--- src/hw/rtl/mlsf_pkg.sv ---
// Shared widths, constants, types and the flood mask function of the MAC learning forwarder.
`timescale 1ns / 1ps

package mlsf_pkg;

  localparam int MAC_W          = 48;
  localparam int PORT_IDX_W     = 3;
  localparam int PORT_W         = 4;
  localparam int MASK_W         = 8;
  localparam int CFG_W          = 4;
  localparam int NUM_PORTS      = 8;
  localparam int ENTRY_W        = MAC_W + PORT_W;
  localparam int TABLE_ENTRIES_DEF = 64;

  localparam logic [CFG_W-1:0] PORT_COUNT_RST = CFG_W'(8);
  localparam logic [MAC_W-1:0] BCAST_MAC      = {MAC_W{1'b1}};

  typedef struct packed {
    logic              done;
    logic              src_hit;
    logic              dst_hit;
    logic [PORT_W-1:0] dst_port;
  } srch_res_t;

  function automatic logic [MASK_W-1:0] flood_mask(input logic [CFG_W-1:0] pc,
                                                   input logic [PORT_IDX_W-1:0] ip);
    logic [MASK_W-1:0] m;
    int unsigned       lim;
    m   = '0;
    lim = int'(pc);
    if (lim > NUM_PORTS) lim = NUM_PORTS;
    if (lim > MASK_W) lim = MASK_W;
    for (int i = 0; i < MASK_W; i++) begin
      if ((i < int'(lim)) && (i != int'(ip))) m[i] = 1'b1;
    end
    return m;
  endfunction

endpackage

--- src/hw/rtl/mlsf_ram.sv ---
// Generic simple dual-port RAM with one write port and a registered read port.
`timescale 1ns / 1ps

module mlsf_ram #(
  parameter int WIDTH = 8,
  parameter int DEPTH = 64
) (
  input  logic                     clk,
  input  logic                     wr_en,
  input  logic [$clog2(DEPTH)-1:0] wr_addr,
  input  logic [WIDTH-1:0]         wr_data,
  input  logic                     rd_en,
  input  logic [$clog2(DEPTH)-1:0] rd_addr,
  output logic [WIDTH-1:0]         rd_data
);

  logic [WIDTH-1:0] mem [DEPTH];

  always_ff @(posedge clk) begin
    if (wr_en) mem[wr_addr] <= wr_data;
    if (rd_en) rd_data <= mem[rd_addr];
  end

endmodule

--- src/hw/rtl/mlsf_search.sv ---
// Table scan engine that reads every valid entry once and matches source and destination.
`timescale 1ns / 1ps

module mlsf_search
  import mlsf_pkg::*;
#(
  parameter int TABLE_ENTRIES = TABLE_ENTRIES_DEF
) (
  input  logic                               clk,
  input  logic                               rst,
  input  logic                               start,
  input  logic [$clog2(TABLE_ENTRIES+1)-1:0] used,
  input  logic [MAC_W-1:0]                   src,
  input  logic [MAC_W-1:0]                   dst,
  output logic                               rd_en,
  output logic [$clog2(TABLE_ENTRIES)-1:0]   rd_addr,
  input  logic [ENTRY_W-1:0]                 rd_data,
  output srch_res_t                          res
);

  localparam int AW = $clog2(TABLE_ENTRIES);
  localparam int CW = $clog2(TABLE_ENTRIES + 1);

  logic          issuing;
  logic [CW-1:0] issue_cnt;
  logic          pend;
  logic          pend_last;
  logic          last_issue;
  logic [MAC_W-1:0]  rd_mac;
  logic [PORT_W-1:0] rd_port;

  assign last_issue = (issue_cnt + CW'(1)) == used;
  assign rd_en      = issuing;
  assign rd_addr    = issue_cnt[AW-1:0];
  assign rd_mac     = rd_data[ENTRY_W-1 -: MAC_W];
  assign rd_port    = rd_data[PORT_W-1:0];

  always_ff @(posedge clk) begin
    if (rst) begin
      issuing      <= 1'b0;
      issue_cnt    <= '0;
      pend         <= 1'b0;
      pend_last    <= 1'b0;
      res.done     <= 1'b0;
      res.src_hit  <= 1'b0;
      res.dst_hit  <= 1'b0;
      res.dst_port <= '0;
    end else begin
      pend      <= issuing;
      pend_last <= issuing && last_issue;
      res.done  <= (pend && pend_last) || (start && (used == '0));
      if (start) begin
        issuing     <= (used != '0);
        issue_cnt   <= '0;
        res.src_hit <= 1'b0;
        res.dst_hit <= 1'b0;
      end else begin
        if (issuing) begin
          issue_cnt <= issue_cnt + CW'(1);
          if (last_issue) issuing <= 1'b0;
        end
        if (pend) begin
          if (rd_mac == src) res.src_hit <= 1'b1;
          if ((rd_mac == dst) && !res.dst_hit) begin
            res.dst_hit  <= 1'b1;
            res.dst_port <= rd_port;
          end
        end
      end
    end
  end

endmodule

--- src/hw/rtl/mac_learning_switch_forwarder.sv ---
// Top level of the MAC learning forwarder: control, learning, configuration and result word.
//
// Channel  Handshake           Payload
// in       in_valid/in_stall   src_mac, dst_mac, in_port
// out      out_valid/out_stall out_mask, flooded, learned, learn_failed
// cfg      cfg_valid/cfg_ready cfg_data (port_count)
//
// Each header is scanned against all used entries before the next is taken: the table RAM's
// read port gives one entry a cycle, followed by the read, compare, decision and idle steps.
// An empty table skips the scan; a full table holds TABLE_ENTRIES entries, 64 by default.
// Reset clears the fill count but not the table RAM, so no clearing pass runs and headers are taken at once.
// A result word waits in the output register while the next header is searched.
// A stalled output holds the block in its decision step until the word is taken.
`timescale 1ns / 1ps

module mac_learning_switch_forwarder
  import mlsf_pkg::*;
#(
  parameter int TABLE_ENTRIES = TABLE_ENTRIES_DEF
) (
  input  logic                  clk,
  input  logic                  rst,
  input  logic                  in_valid,
  output logic                  in_stall,
  input  logic [MAC_W-1:0]      src_mac,
  input  logic [MAC_W-1:0]      dst_mac,
  input  logic [PORT_IDX_W-1:0] in_port,
  output logic                  out_valid,
  input  logic                  out_stall,
  output logic [MASK_W-1:0]     out_mask,
  output logic                  flooded,
  output logic                  learned,
  output logic                  learn_failed,
  input  logic                  cfg_valid,
  output logic                  cfg_ready,
  input  logic [CFG_W-1:0]      cfg_data
);

  localparam int AW = $clog2(TABLE_ENTRIES);
  localparam int CW = $clog2(TABLE_ENTRIES + 1);

  localparam logic [1:0] ST_IDLE   = 2'd0;
  localparam logic [1:0] ST_SEARCH = 2'd1;
  localparam logic [1:0] ST_DECIDE = 2'd2;

  logic [1:0]            state;
  logic [CW-1:0]         used;
  logic [CFG_W-1:0]      port_count;
  logic [MAC_W-1:0]      src_r;
  logic [MAC_W-1:0]      dst_r;
  logic [PORT_IDX_W-1:0] port_r;

  logic                  in_acc;
  logic                  out_free;
  logic                  decide;
  logic                  has_room;
  logic                  do_learn;
  logic                  dst_known;
  logic                  do_flood;
  logic [PORT_W-1:0]     fwd_port;
  logic [MASK_W-1:0]     mask_next;

  logic                  rd_en;
  logic [AW-1:0]         rd_addr;
  logic [ENTRY_W-1:0]    rd_data;
  srch_res_t             srch;

  assign in_stall  = (state != ST_IDLE);
  assign in_acc    = in_valid && !in_stall;
  assign cfg_ready = 1'b1;
  assign out_free  = !out_valid || !out_stall;
  assign decide    = (state == ST_DECIDE) && out_free;

  assign has_room  = (used != CW'(TABLE_ENTRIES));
  assign do_learn  = !srch.src_hit && has_room;
  assign dst_known = srch.dst_hit || (do_learn && (dst_r == src_r));
  assign do_flood  = (dst_r == BCAST_MAC) || !dst_known;
  assign fwd_port  = srch.dst_hit ? srch.dst_port : PORT_W'(port_r);

  always_comb begin
    if (do_flood) begin
      mask_next = flood_mask(port_count, port_r);
    end else if (fwd_port[PORT_W-1]) begin
      mask_next = '0;
    end else begin
      mask_next = MASK_W'(1) << fwd_port[PORT_IDX_W-1:0];
    end
  end

  mlsf_ram #(
    .WIDTH(ENTRY_W),
    .DEPTH(TABLE_ENTRIES)
  ) u_table (
    .clk    (clk),
    .wr_en  (decide && do_learn),
    .wr_addr(used[AW-1:0]),
    .wr_data({src_r, PORT_W'(port_r)}),
    .rd_en  (rd_en),
    .rd_addr(rd_addr),
    .rd_data(rd_data)
  );

  mlsf_search #(
    .TABLE_ENTRIES(TABLE_ENTRIES)
  ) u_search (
    .clk    (clk),
    .rst    (rst),
    .start  (in_acc),
    .used   (used),
    .src    (src_r),
    .dst    (dst_r),
    .rd_en  (rd_en),
    .rd_addr(rd_addr),
    .rd_data(rd_data),
    .res    (srch)
  );

  always_ff @(posedge clk) begin
    if (rst) begin
      state      <= ST_IDLE;
      used       <= '0;
      port_count <= PORT_COUNT_RST;
      out_valid  <= 1'b0;
    end else begin
      if (cfg_valid && cfg_ready) port_count <= cfg_data;
      if (out_valid && !out_stall) out_valid <= 1'b0;
      case (state)
        ST_IDLE: begin
          if (in_acc) state <= ST_SEARCH;
        end
        ST_SEARCH: begin
          if (srch.done) state <= ST_DECIDE;
        end
        ST_DECIDE: begin
          if (out_free) begin
            out_valid <= 1'b1;
            if (do_learn) used <= used + CW'(1);
            state <= ST_IDLE;
          end
        end
        default: state <= ST_IDLE;
      endcase
    end
  end

  always_ff @(posedge clk) begin
    if (in_acc) begin
      src_r  <= src_mac;
      dst_r  <= dst_mac;
      port_r <= in_port;
    end
    if (decide) begin
      out_mask     <= mask_next;
      flooded      <= do_flood;
      learned      <= do_learn;
      learn_failed <= !srch.src_hit && !has_room;
    end
  end

  assert property (@(posedge clk) disable iff (rst)
    out_valid |-> !(learned && learn_failed))
    else $error("learned and learn_failed set together");

  assert property (@(posedge clk) disable iff (rst)
    used <= CW'(TABLE_ENTRIES))
    else $error("fill count beyond table size");

  assert property (@(posedge clk) disable iff (rst)
    (out_valid && !flooded) |-> $onehot0(out_mask))
    else $error("forwarded word with more than one port");

  assert property (@(posedge clk) disable iff (rst)
    srch.done |-> (state == ST_SEARCH))
    else $error("search finished outside the search step");

  assert property (@(posedge clk) disable iff (rst)
    decide |=> (out_valid && (used == $past(used) + CW'($past(do_learn)))))
    else $error("decision step did not update result and fill count");

endmodule

--- config.mk ---
export PLATFORM = sky130hd
export DESIGN_NAME = mac_learning_switch_forwarder
export DESIGN_NICKNAME = d
export VERILOG_FILES = /design/src/hw/rtl/mlsf_pkg.sv /design/src/hw/rtl/mlsf_ram.sv /design/src/hw/rtl/mlsf_search.sv /design/src/hw/rtl/mac_learning_switch_forwarder.sv
export SDC_FILE = /design/constraint.sdc
export NUM_CORES = 2
export LEC_CHECK = 0
export BUFFER_PORTS_ARGS = -buffer_cell sky130_fd_sc_hd__buf_4
export CORE_MARGIN = 2
export CORE_UTILIZATION = 30
export CTS_BUF_LIST = sky130_fd_sc_hd__clkbuf_4
export DETAILED_ROUTE_END_ITERATION = 6
export MAX_ROUTING_LAYER = met4
export SLEW_MARGIN = 40
export SYNTH_ARGS = -nofsm -noshare
export SYNTH_HDL_FRONTEND = slang
export SYNTH_SLANG_ARGS = --single-unit
--- constraint.sdc ---
create_clock -name clk -period 5 [get_ports clk]
set_input_delay 1 -clock clk [delete_from_list [all_inputs] [get_ports clk]]
set_output_delay 1 -clock clk [all_outputs]
set_load 0.01 [all_outputs]
Yosys cells after proc, flatten, opt, wreduce, memory -nomap -nowiden --
Memory sizes are Yosys's and may differ from the RTL's. A register that Yosys moved wholly into a read port is not among the register bits. Cells that the tools add are included.
Operators by class: add/sub/neg operators 2, $lt $le $gt $ge 10, equality and inequality tests 18, shifts and indexed selects 1, mux-type cells 27, bitwise gates (word level) 1, reduce and logical (&&, ||, !) cells 41
Operators by type and width (number):
- 48-bit equality test | 3
- 4-bit by 32-bit < comparator with 1-bit output (first input constant) | 4
- 32-bit two-way mux | 3
- 3-bit by 32-bit < comparator with 1-bit output (first input constant) | 2
- 48-bit equality test (second input constant) | 1
- 32-bit by 4-bit greater-than comparator with 1-bit output (second input constant) | 1
- 1-bit by 32-bit < comparator with 1-bit output (first input constant) | 1
- 2-bit by 32-bit < comparator with 1-bit output (first input constant) | 1
- 1-bit logical AND | 19
- 1-bit two-way mux | 16
- 8-bit two-way mux | 2
- 7-bit by 1-bit adder with 7-bit output (second input constant) | 2
- 3-bit != test (first input constant) | 4
- 3-bit AND reduction | 3
- 4-bit two-way mux | 2
- 1-bit by 3-bit << shifter with 8-bit output (first input constant) | 1
- 7-bit equality test | 1
- 1-bit zero test | 7
- 7-bit zero test | 1
- 7-bit != test (second input constant) | 1
- 7-bit nonzero test | 1
- 2-bit two-way mux | 3
- 2-bit by 3-bit != test with 1-bit output (first input constant) | 2
- 2-bit case mux with 3 select lines | 1
- other kinds (13) | 18
Word-level totals: bits in registers 193, memory bits (writable) 3264, input bits 108, memories kept 1
Memories:
- u_table.mem | words 64, bits a word 51, rd ports 1, clocked after Yosys merged registers in 1, wr ports 1, RTL line mlsf_ram.sv:17 | logic [WIDTH-1:0] mem [DEPTH];

Logic depth before layout (Yosys ltp) --
word-level depth 14, depth in mapped cells 10

Hierarchy --
From an unflattened synthesis, not the netlist that was laid out.
Unflattened totals: cells, all modules 5958, area total of the unflattened synthesis 134277.5 µm²
Modules (own cells, without submodules):
- mlsf_ram | instances 1, cells an instance 5410, area an instance 127444.7 µm², seq. area each 101497.3 µm²
- mac_learning_switch_forwarder | instances 1, cells an instance 316, area an instance 4894.7 µm², seq. area each 3583.4 µm²
- mlsf_search | instances 1, cells an instance 232, area an instance 1938.1 µm², seq. area each 340.3 µm²

Worst setup path after synthesis --
No wires, ideal clock.
path kind in2reg, start point input port out_stall, end point memory u_table.mem[59][0] (netlist bit), enable pin, setup time 0.460 ns, arrival time 4.368 ns, required time 4.540 ns, slack 0.172 ns, stages on the path 4, buffers on the path 0, cells stage by stage a21oi_1 -> and3_1 -> nand3_1 -> nor2_1
On the way: cells in the longest elaborated chain, start to end 6
Ends and longest elaborated chain:
- start: declaration | RTL line mac_learning_switch_forwarder.sv:29 | input logic out_stall,
- 1-bit zero test | RTL line mac_learning_switch_forwarder.sv:71 | assign out_free = !out_valid || !out_stall;
- 1-bit logical OR | RTL line mac_learning_switch_forwarder.sv:71
- 1-bit logical AND | RTL line mac_learning_switch_forwarder.sv:72 | assign decide = (state == ST_DECIDE) && out_free;
- 1-bit logical AND | RTL line mac_learning_switch_forwarder.sv:95 | .wr_en (decide && do_learn),
- 1-bit two-way mux | RTL line mlsf_ram.sv:20 | if (wr_en) mem[wr_addr] <= wr_data;
- 1-bit two-way mux (not written as such) | RTL line mlsf_ram.sv:20
- end: declaration | RTL line mlsf_ram.sv:17
Every way passes these cells.

==> run summary <==
The worst register-to-register path has a depth of 6. After synthesis the cells add up to 132000 µm². For the count of mapped cells out of synthesis, the log shows 5567. The tools report the root buffer selected by CTS as clkbuf_4. The hold violation total from the final report is 0, and the maximum clock frequency is 258 MHz. For the number of design rule violations left after detail routing, the log shows 0. The fraction of layout cells with a size suffix above 1 came out at 37.8%. The critical path ends at u_table.rd_data[31]. The logs give 6.31 ns for the required time of the critical path and 398 mm for the total length of routed wires. The detailed router placed 68.5k vias in this run. The Yosys step of the flow raised 0 warnings. Final cycle utilization of the critical path: 77.6%. Setup repair after global routing left no endpoint under its margin. In this run the static leakage power is 47.5 nW. The antenna violation net count after detailed routing is 0. The flip-flop and latch area is 103000 µm². The type of origin of the critical path was a flop. Compared with the post-synthesis result, the final layout area differs by 18.0%. For the maximum clock insertion buffer count, the log shows 4. The first global-routing pass estimated 546 mm of wire. In the global route stage, overall resource usage came out at 18.0%.

Count of port buffers added during placement: 120. In this run the core area contains 243 standard-cell rows. The flow ran to the end, and the final reports show no timing, DRC or antenna violations. Overall die area: 445000 µm². The placer's final routability congestion estimate was 0.956. For this run, the leading register cell type out of synthesis is edfxtp_1.

The tools report the multi-input gate area in the final layout as 27600 µm². Buffers inserted to repair hold after CTS numbered 191. The clock tree skew after final layout was 0.137 ns. Across all hold checks on the routed design, the worst slack comes to 0.134 ns. After synthesis the netlist holds a flip-flop and latch count of 3455. The tools report the synthesized netlist net count as 5678. The final-stage net count is 6911, and the clock slew seen by the registers of the worst setup and hold paths is 0.07 ns. IR analysis of the VDD net gives a maximum drop of 0.000207 V. For the worst setup path, the data arrival time is 5.19 ns. Entering global routing, the biggest net connects 88 pins. The number of global-route vias before repair is 69.5k.

From left edge to right edge, the die measures 667 µm. Yosys mapped a number of flops with a built-in enable equal to 3425. For the pin with the worst max-slew slack, the measured transition is 0.966 ns. In this run the number of H-tree levels came out at 6.

Sum of net half-perimeters after detailed placement: 240 mm. For the worst-skew pair, the clock arrives at the later sink with an insertion delay of 1.65 ns. The kind of capture point of the worst setup path is a flop. The worst pin sits at a relative slew slack of 35.5%. The height of the die was 667 µm.

The worst register-to-register path begins at u_search.issue_cnt[0]. Of all nets on the critical path, the largest fanout is 47. The number of cells traversed by the worst hold path came out at 2. For this design the top-level I/O count stands at 122. The total power density per cell area was 364 nW/µm²; the area of the core was 438000 µm².

For the final routed database, the setup TNS stands at 0 ns. After detailed routing, the average wire length per cell comes to 29.9 µm. Once layout is complete, the utilization of the core stands at 35.6%. The endpoint identified for the worst register-to-register timing path is u_table.rd_data[31]. Across the run, the number of max-cap violations was 0. The run gives 0 as the final global-route overflow total. The min-delay analysis places its worst path in the category primary input to flop. The first-pass iteration count of the detailed router came out at 7.

The critical path starts at u_search.issue_cnt[0]. The final-report max-slew violation count is 0, and the DRC marker count from the first detailed-route iteration is 9684. The tools report the total number of clock tree sinks as 3455. Dividing the detail-routed via count by the number of cells gives 5.16. Counting the buffers created by CTS gives 825. The async set-reset flop share out of synthesis is 0%.

The register area share after synthesis is 78.4%. The number of antenna violations at the first check in global routing is 38, and the number of resized instances in the post-cts repair step is 0. Each instance of the synthesized netlist takes up on average 23.7 µm². The number of distinct library cell variants in the gate-level netlist after synthesis is 57, and the count of buffers added by post-CTS timing repair for setup is 0. TritonCTS built the clock tree. The type of the worst setup path was flop to flop. The number of failing setup endpoints in the final timing report came out at 0.

The initial utilization of the core area, before any placement, comes to 30.1%. The minimum clock period came out at 3.88 ns. Counting the fill cells in the layout gives 40.4k. The setup slack of the worst register-to-register path came out at 1.12 ns.
[Yosys cell counts (all sizes together), types with 3 or more instances]
cell type | n | area [µm²]
mux2 | 7 | 78.8
a211o | 3 | 26.3
nor2 | 137 | 514
buf | 157 | 931
dfxtp | 30 | 601
edfxtp | 3425 | 103000
nand2 | 63 | 236
nor2b | 30 | 188
nor4 | 28 | 175
a22o | 29 | 254
and2 | 5 | 31.3
nand4 | 38 | 238
xnor2 | 73 | 639
o21ai | 20 | 100
a221oi | 26 | 228
nor3 | 6 | 30.0
clkbuf | 131 | 495
ha | 3 | 37.5
nand2b | 12 | 75.1
nand3 | 19 | 95.1
inv | 23 | 86.3
a211oi | 64 | 480
a22oi | 53 | 398
o2111ai | 3 | 26.3
and3 | 3 | 18.8
mux4 | 946 | 21300
o22ai | 56 | 350
xor2 | 74 | 648
mux2i | 49 | 490
a21oi | 24 | 120
[where the power goes]
part / total [mW] / internal (mW) / leakage [nW] / switching [mW]
clock network: 22.4 / 11.2 / 5.99 / 11.2
registers: 32.2 / 32.0 / 31.1 / 0.275
logic: 2.16 / 0.859 / 10.4 / 1.30
[state kept, by name (all words and copies together) (netlist names), 2 cells and up]
name                count
dst_r                  48
out_mask                8
port_count              4
port_r                  3
src_r                  48
state                   2
u_search.issue_cnt      7
u_search.res            6
u_table.mem          3264
u_table.rd_data        51
used                    7
[routing by layer]
metal  vias to the layer above  wire (µm)  track usage [%]
li1                      26977          -                -
met1                     36561     152000             23.0
met2                      4213     187000             27.6
met3                       739      40400             3.95
met4                         0      18400             8.03
met5                         -          0                -
[critical path, cell delays in order, from the launching register on]
cell and delay [ns]:
dfxtp_4 0.86, buf_12 0.40, buf_16 0.34, mux4_2 0.55
mux4_2 0.55, a22oi_1 0.71, nand2_1 0.11
[per-stage QoR]
| stage | power [mW] | cell area, µm² | setup slack [ns] | cells |
|---|---|---|---|---|
| 6_report | 56.8 | 156000 | 1.12 | 13278 |
| 3_3_place_gp | 34.8 | 143000 | 0.958 | 11643 |
| 5_1_grt | 58.8 | 156000 | 0.984 | 13275 |
| 2_1_floorplan | 33.9 | 132000 | 0.172 | 5567 |
| 4_1_cts | 57.2 | 156000 | 1.15 | 13252 |
| 3_5_place_dp | 34.9 | 144000 | 1.20 | 11659 |
[cell usage in the layout (no fill, tap or decap), types with 12 or more instances in the layout]
| cell type | count |
|---|---|
| a211oi_1 | 62 |
| nor2b_1 | 25 |
| xor2_1 | 74 |
| a22o_1 | 29 |
| a21oi_1 | 23 |
| o22ai_1 | 56 |
| dfxtp_1 | 23 |
| clkbuf_4 | 1174 |
| nor4_1 | 28 |
| a22oi_1 | 52 |
| nand3_1 | 19 |
| buf_4 | 378 |
| mux2i_1 | 49 |
| inv_6 | 20 |
| nand2_1 | 63 |
| buf_6 | 13 |
| nand4_1 | 38 |
| a221oi_1 | 24 |
| nor2_1 | 71 |
| buf_12 | 108 |
| clkinv_1 | 164 |
| edfxtp_1 | 3425 |
| xnor2_1 | 73 |
| o21ai_0 | 19 |
| diode_2 | 23 |
| dlygate4sd3_1 | 191 |
| mux4_2 | 946 |
| inv_1 | 21 |
| nor2_4 | 66 |
| clkinv_2 | 12 |
[worst min path at each step]
stage | start | endpoint | slack (ns)
6_report | src_mac[23] | src_r[23] | 0.13
3_5_place_dp | u_search.res[6] | state[0] | 0.46
4_1_cts | src_mac[18] | src_r[18] | 0.003
5_1_grt | src_mac[18] | src_r[18] | 0.10
2_1_floorplan | u_search.pend_last | u_search.res[6] | 0.43
3_3_place_gp | u_search.res[6] | state[0] | 0.45
[kinds of logic (layout without fill, tap and decap cells)]
group           Yosys count  in the layout  synth area share, %
other cells               1             24              0.00284
buf+inv                 311           2119                 1.15
simple gates            352            352                 1.28
fa+ha+maj                 3              3               0.0284
mux                    1002           1002                 16.6
compound gates          296            296                 1.62
flops                  3455           3455                 78.4
xor+xnor                147            147                0.975
[final cells by class]
| type | instances | area share, % |
|---|---|---|
| clock inverters | 228 | 0.831 |
| repair buffers | 694 | 4.56 |
| flip-flops and latches | 3455 | 66.4 |
| clock buffers | 1174 | 5.66 |
| well taps | 5880 | 4.72 |
| multi-input cells | 1801 | 17.7 |
| inverters | 23 | 0.0602 |
| diodes | 23 | 0.0369 |
Note: power is estimated with default switching activity, not from simulation.
